<file path="config.mk">
export PLATFORM = sky130hd
export DESIGN_NAME = tps_ctrl
export DESIGN_NICKNAME = d
export VERILOG_FILES = /design/src/tps_pkg.sv /design/src/tps_ctrl.sv
export SDC_FILE = /design/constraint.sdc
export NUM_CORES = 1
export LEC_CHECK = 0
export CORE_MARGIN = 5
export CORE_UTILIZATION = 45
export CTS_BUF_LIST = sky130_fd_sc_hd__clkbuf_8
export DETAILED_ROUTE_END_ITERATION = 10
export DONT_BUFFER_PORTS = 1
export SLEW_MARGIN = 30
export SYNTH_ARGS = -nofsm -noshare
export SYNTH_HDL_FRONTEND = slang
export SYNTH_SLANG_ARGS = --single-unit
</file>
<file path="constraint.sdc">
create_clock -name clk_i -period 1.95 [get_ports clk_i]
set_clock_uncertainty 0.2 [all_clocks]
set_input_delay 0.0975 -clock clk_i [delete_from_list [all_inputs] [get_ports clk_i]]
set_output_delay 0.0975 -clock clk_i [all_outputs]
set_load 0.1 [all_outputs]
</file>
<file path="src/tps_pkg.sv">
// Types, constants and round tables shared by the TLS 1.2 PRF engine
package tps_pkg;

  localparam int KEY_BYTES_MAX_DEF  = 64;
  localparam int SEED_BYTES_MAX_DEF = 128;
  localparam int OUT_BYTES_MAX_DEF  = 256;
  localparam logic [8:0] OUT_LEN_RESET = 9'd48;

  localparam logic [7:0] IPAD = 8'h36;
  localparam logic [7:0] OPAD = 8'h5c;
  localparam logic [7:0] PAD_ONE = 8'h80;

  localparam logic OP_KEY  = 1'b0;
  localparam logic OP_SEED = 1'b1;

  localparam logic [31:0] K_ROUND [64] = '{
    32'h428a2f98, 32'h71374491, 32'hb5c0fbcf, 32'he9b5dba5,
    32'h3956c25b, 32'h59f111f1, 32'h923f82a4, 32'hab1c5ed5,
    32'hd807aa98, 32'h12835b01, 32'h243185be, 32'h550c7dc3,
    32'h72be5d74, 32'h80deb1fe, 32'h9bdc06a7, 32'hc19bf174,
    32'he49b69c1, 32'hefbe4786, 32'h0fc19dc6, 32'h240ca1cc,
    32'h2de92c6f, 32'h4a7484aa, 32'h5cb0a9dc, 32'h76f988da,
    32'h983e5152, 32'ha831c66d, 32'hb00327c8, 32'hbf597fc7,
    32'hc6e00bf3, 32'hd5a79147, 32'h06ca6351, 32'h14292967,
    32'h27b70a85, 32'h2e1b2138, 32'h4d2c6dfc, 32'h53380d13,
    32'h650a7354, 32'h766a0abb, 32'h81c2c92e, 32'h92722c85,
    32'ha2bfe8a1, 32'ha81a664b, 32'hc24b8b70, 32'hc76c51a3,
    32'hd192e819, 32'hd6990624, 32'hf40e3585, 32'h106aa070,
    32'h19a4c116, 32'h1e376c08, 32'h2748774c, 32'h34b0bcb5,
    32'h391c0cb3, 32'h4ed8aa4a, 32'h5b9cca4f, 32'h682e6ff3,
    32'h748f82ee, 32'h78a5636f, 32'h84c87814, 32'h8cc70208,
    32'h90befffa, 32'ha4506ceb, 32'hbef9a3f7, 32'hc67178f2
  };

  localparam logic [31:0] H_INIT [8] = '{
    32'h6a09e667, 32'hbb67ae85, 32'h3c6ef372, 32'ha54ff53a,
    32'h510e527f, 32'h9b05688c, 32'h1f83d9ab, 32'h5be0cd19
  };

  typedef struct packed {
    logic       operation;
    logic [7:0] data_byte;
    logic       last;
  } in_t;

  typedef struct packed {
    logic [63:0] word;
    logic [3:0]  valid_bytes;
    logic        final_res;
  } out_t;

  // message that follows the pad block in one hash pass
  typedef enum logic [1:0] {
    KIND_SEED,
    KIND_CHAIN_SEED,
    KIND_CHAIN,
    KIND_INNER
  } kind_e;

  typedef enum logic [3:0] {
    ST_IDLE,
    ST_PASS_INIT,
    ST_FETCH,
    ST_SHIFT,
    ST_COMP_INIT,
    ST_ROUND,
    ST_COMP_ADD,
    ST_PASS_END,
    ST_CHECK,
    ST_EMIT,
    ST_FINISH
  } state_e;

  typedef struct packed {
    logic  accept;
    logic  pass_init;
    logic  fetch;
    logic  shift;
    logic  comp_init;
    logic  round;
    logic  comp_add;
    logic  save_inner;
    logic  save_chain;
    logic  emit;
    logic  finish;
    kind_e kind;
    logic  outer;
  } cmd_t;

  typedef struct packed {
    logic blk_end;
    logic pass_done;
    logic round_last;
    logic emit_last;
    logic last_word;
    logic req_done;
  } sts_t;

  function automatic logic [31:0] rotr(input logic [31:0] x, input int n);
    rotr = (x >> n) | (x << (32 - n));
  endfunction

  function automatic logic [31:0] bsig0(input logic [31:0] x);
    bsig0 = rotr(x, 2) ^ rotr(x, 13) ^ rotr(x, 22);
  endfunction

  function automatic logic [31:0] bsig1(input logic [31:0] x);
    bsig1 = rotr(x, 6) ^ rotr(x, 11) ^ rotr(x, 25);
  endfunction

  function automatic logic [31:0] ssig0(input logic [31:0] x);
    ssig0 = rotr(x, 7) ^ rotr(x, 18) ^ (x >> 3);
  endfunction

  function automatic logic [31:0] ssig1(input logic [31:0] x);
    ssig1 = rotr(x, 17) ^ rotr(x, 19) ^ (x >> 10);
  endfunction

endpackage

</file>
<file path="src/tps_ctrl.sv">
// Sequencer for the HMAC passes, output emission and input loading
module tps_ctrl import tps_pkg::*; (
  input  logic clk_i,
  input  logic rst_ni,
  input  logic start_i,
  input  in_t  in_i,
  input  sts_t sts_i,
  output logic busy_o,
  output cmd_t cmd_o
);

  state_e state_q, state_d;
  kind_e  kind_q, kind_d;
  logic   outer_q, outer_d;

  always_ff @(posedge clk_i or negedge rst_ni) begin
    if (!rst_ni) begin
      state_q <= ST_IDLE;
      kind_q  <= KIND_SEED;
      outer_q <= 1'b0;
    end else begin
      state_q <= state_d;
      kind_q  <= kind_d;
      outer_q <= outer_d;
    end
  end

  always_comb begin
    state_d = state_q;
    kind_d  = kind_q;
    outer_d = outer_q;
    cmd_o   = '0;
    cmd_o.kind  = kind_q;
    cmd_o.outer = outer_q;
    busy_o  = 1'b1;
    case (state_q)
      ST_IDLE: begin
        busy_o = 1'b0;
        cmd_o.accept = start_i;
        if (start_i && in_i.operation == OP_SEED && in_i.last) begin
          kind_d  = KIND_SEED;
          outer_d = 1'b0;
          state_d = ST_PASS_INIT;
        end
      end
      ST_PASS_INIT: begin
        cmd_o.pass_init = 1'b1;
        state_d = ST_FETCH;
      end
      ST_FETCH: begin
        cmd_o.fetch = 1'b1;
        state_d = ST_SHIFT;
      end
      ST_SHIFT: begin
        cmd_o.shift = 1'b1;
        state_d = sts_i.blk_end ? ST_COMP_INIT : ST_FETCH;
      end
      ST_COMP_INIT: begin
        cmd_o.comp_init = 1'b1;
        state_d = ST_ROUND;
      end
      ST_ROUND: begin
        cmd_o.round = 1'b1;
        if (sts_i.round_last) state_d = ST_COMP_ADD;
      end
      ST_COMP_ADD: begin
        cmd_o.comp_add = 1'b1;
        state_d = sts_i.pass_done ? ST_PASS_END : ST_FETCH;
      end
      ST_PASS_END: begin
        if (!outer_q) begin
          cmd_o.save_inner = 1'b1;
          outer_d = 1'b1;
          state_d = ST_PASS_INIT;
        end else begin
          case (kind_q)
            KIND_SEED: begin
              cmd_o.save_chain = 1'b1;
              state_d = ST_CHECK;
            end
            KIND_CHAIN_SEED: begin
              state_d = ST_EMIT;
            end
            KIND_CHAIN: begin
              cmd_o.save_chain = 1'b1;
              kind_d  = KIND_CHAIN_SEED;
              outer_d = 1'b0;
              state_d = ST_PASS_INIT;
            end
            default: state_d = ST_FINISH;
          endcase
        end
      end
      ST_CHECK: begin
        if (sts_i.req_done) begin
          state_d = ST_FINISH;
        end else begin
          kind_d  = KIND_CHAIN_SEED;
          outer_d = 1'b0;
          state_d = ST_PASS_INIT;
        end
      end
      ST_EMIT: begin
        cmd_o.emit = 1'b1;
        if (sts_i.emit_last) begin
          if (sts_i.last_word) begin
            state_d = ST_FINISH;
          end else begin
            kind_d  = KIND_CHAIN;
            outer_d = 1'b0;
            state_d = ST_PASS_INIT;
          end
        end
      end
      ST_FINISH: begin
        cmd_o.finish = 1'b1;
        state_d = ST_IDLE;
      end
      default: state_d = ST_IDLE;
    endcase
  end

endmodule

</file>
==> results.py <==
metrics = {
    "routing": {
        "vias": 725,
        "wl_per_cell_um": 16.6,
        "dr.first_iter.drc_count": 25,
        "remaining_drc_errors": 0,
        "drt-total-wl_um": 2070,
        "viasPerCell": 5.80,
        "drtAntennaViolNets": 0,
        "dr.pass1.iters": 4,
    },
    "cells_and_area": {
        "seqCellArea_um2": 186,
        "antenna_cells": 0,
        "final_cell_count_no_fill": 125,
        "post-route-util": 0.850,
        "drive_gt1_frac": 0.482,
        "multi_input_area_um2": 519,
        "n_fill_cell": 84,
        "area.growth.synth_to_final_pct": 73.7,
        "nets": 133,
    },
    "place": {
        "place_ws_ns": 0.0994,
        "place_inst": 116,
        "place_hpwl_um": 1630,
        "port-buffer-count": 0,
        "globalplace.congestion": 0.891,
    },
    "die": {
        "die_h_um": 48.3,
        "core_mm2": 0.00135,
        "fp.dieW_um": 48.3,
        "start_util": 0.489,
        "die-area_mm2": 0.00233,
        "ios": 34,
        "std_cell_rows": 13,
    },
    "yosys": {
        "synth_cell_types": 34,
        "avgSynthCellArea_um2": 8.16,
        "synth_common_cells": "nor2_1 (15), dfrtp_1 (7), nand2b_1 (7)",
        "synth_edf_count": 0,
        "post-synth-top-area-fraction": 0.265,
        "postSynth.asyncResetShare": 1.00,
        "synth.most_common_cell": "nor2_1",
        "yosys.area.top_type": "dfrtp_1",
        "ys_ff_latch": 7,
        "synth_area_leaders": "dfrtp_1 (27%), nor2_1 (8.5%), nand2b_1 (6.6%)",
        "yosys_warnings": 0,
        "ys.flop_type": "dfrtp_1",
        "synth_area_um2": 661,
        "seq_area_frac_synth": 0.265,
        "synth_cells": 81,
        "synth_nets": 103,
    },
    "grt": {
        "grt_antenna_before_repair": 0,
        "grt-ovfl-total": 0,
        "grt_start_max_net_pins": 12,
        "grt_pass1_wl_um": 3620,
        "grt_usage": 0.190,
        "grt_pass1_vias": 758,
    },
    "timing": {
        "tns_ns": 0,
        "min_period_ns": 1.88,
        "max_slew_margin": 0.760,
        "fin_ws_ns": 0.0749,
        "finalHoldViolations": 0,
        "worst_slew_pin_slew_ns": 0.350,
        "finalSetupViolations": 0,
        "finalMaxSlewViolations": 0,
        "min_period_over_period": 0.962,
        "fmax_mhz": 533,
    },
    "critical_path": {
        "required_ns": 1.90,
        "critPathLaunchType": "register",
        "end_kind": "register",
        "path_max_fanout": 7,
        "cpMaxStageDelayCell": "dlygate4sd3_1",
        "crit_chain": "buf_4, nand2b_1, a311oi_2, dlygate4sd3_1",
        "critical_path_class": "register to register",
        "r2r_slack_ns": 0.07,
        "slowest_delay_ns": 0.57,
        "worst_ep_arrival_time_ns": 1.83,
    },
    "clocking": {
        "tritoncts": "yes",
        "clkTransAtPathRegs_ns": 0.04,
        "clk_path_buf_depth": 2,
        "postCtsSetupBuffers": 0,
        "cts_made_buffers": 3,
        "htreeDepth": 1,
        "clock-root-buffer": "clkbuf_8",
        "cts.sinks": 7,
        "clk_latency_ns": 0.22,
    },
    "power": {
        "power.density_mw_per_mm2": 2060,
        "power_mw": 2.36,
        "ir_worst_vdd_mv": 1.59,
        "p_leak_nw": 0.468,
    },
    "min_path": {
        "hp-class": "primary input to asynchronous set/reset pin",
    },
    "status": {
        "outcome": "finished, final reports clean",
    },
    "flow_run": {
        "maxCapViolations": 0,
    },
}
==> metrics by stage <==
| stage | instance area (µm²) | hold WS (ns) |
|---|---|---|
| floorplan | 723 | -0.398 |
| global placement | 1030 | -0.398 |
| detailed placement | 1030 | -0.398 |
| CTS | 1130 | 0.0293 |
| global route | 1150 | 0.0313 |
| finish | 1150 | 0.0179 |
==> cells in the final DEF (no fill, tap or decap), drive strengths merged <==
cell type	n
or2b	1
o21ai	3
nand4	1
dlygate4sd3	5
a311oi	1
ha	3
clkbuf	3
a31o	1
o22ai	1
inv	3
o32ai	1
and2	1
nand2	6
mux2i	2
nor2	15
mux2	1
a21oi	4
a31oi	2
or3	1
nand2b	7
a22o	1
o22a	1
nand3	2
o32a	2
nor3b	1
a221oi	1
nor3	5
buf	26
o31a	1
and3	1
dfrtp	7
==> area by class of cell <==
class / instances / share of cell area
multi-input cells: 66 / 0.453
repair buffers: 31 / 0.323
flip-flops and latches: 7 / 0.162
clock buffers: 3 / 0.0360
well taps: 15 / 0.0164
inverters: 2 / 0.00654
clock inverters: 1 / 0.00327
==> per-layer routing <==
| layer | up-vias | share of wire | track usage |
|---|---|---|---|
| li1 | 352 | - | - |
| met2 | 37 | 0.50 | 0.315 |
| met5 | - | 0 | 0 |
| met3 | 4 | 0.072 | 0.0489 |
| met1 | 332 | 0.41 | 0.234 |
| met4 | 0 | 0.010 | 0.0645 |
==> worst paths after layout <==
path	startpoint	end	cells past startpoint
max in group asynchronous	rst_ni	kind_q[1]	1
min in group clk_i	in_i[9]	kind_q[0]	3
min reg2reg	kind_q[0]	kind_q[0]	2
max	state_q[0]	state_q[2]	4
max reg2reg	state_q[0]	state_q[2]	4
min	rst_ni	state_q[3]	1
==> power by group <==
part	total (mW)	switching, mW	internal, mW	leakage [nW]
clock	0.197	0.0608	0.136	0.0269
sequential	0.291	0.0860	0.205	0.0832
combinational	1.87	1.18	0.689	0.358
==> state kept, by name (all words and copies together), names as in the netlist <==
name and count:
state_q 4, kind_q 2, outer_q 1
==> cells by family after synthesis <==
family,share of synthesized area
AO/OA/AOI/OAI,0.233
adder cells (fa/ha/maj),0.0568
buffers and inverters,0.0757
flip-flops,0.265
multiplexers,0.0530
AND/OR/NAND/NOR,0.316
==> worst max-delay path: cells and delay by family, from the launching register on <==
kind	cells	cell delay (ns)
AOI/OAI and AO/OA	1	0.26
buffers and inverters	2	0.75
DFF	1	0.44
and+or+nand+nor	1	0.17
==> timing repair <==
action | 4_1_cts | 5_1_grt
gates resized for setup | 0 | 6
hold buffers | 5 | 0
hold endpoints to repair | 10 | 0
endpoints found under the setup margin | 0 | 4
(Power assumes the default switching activity.)
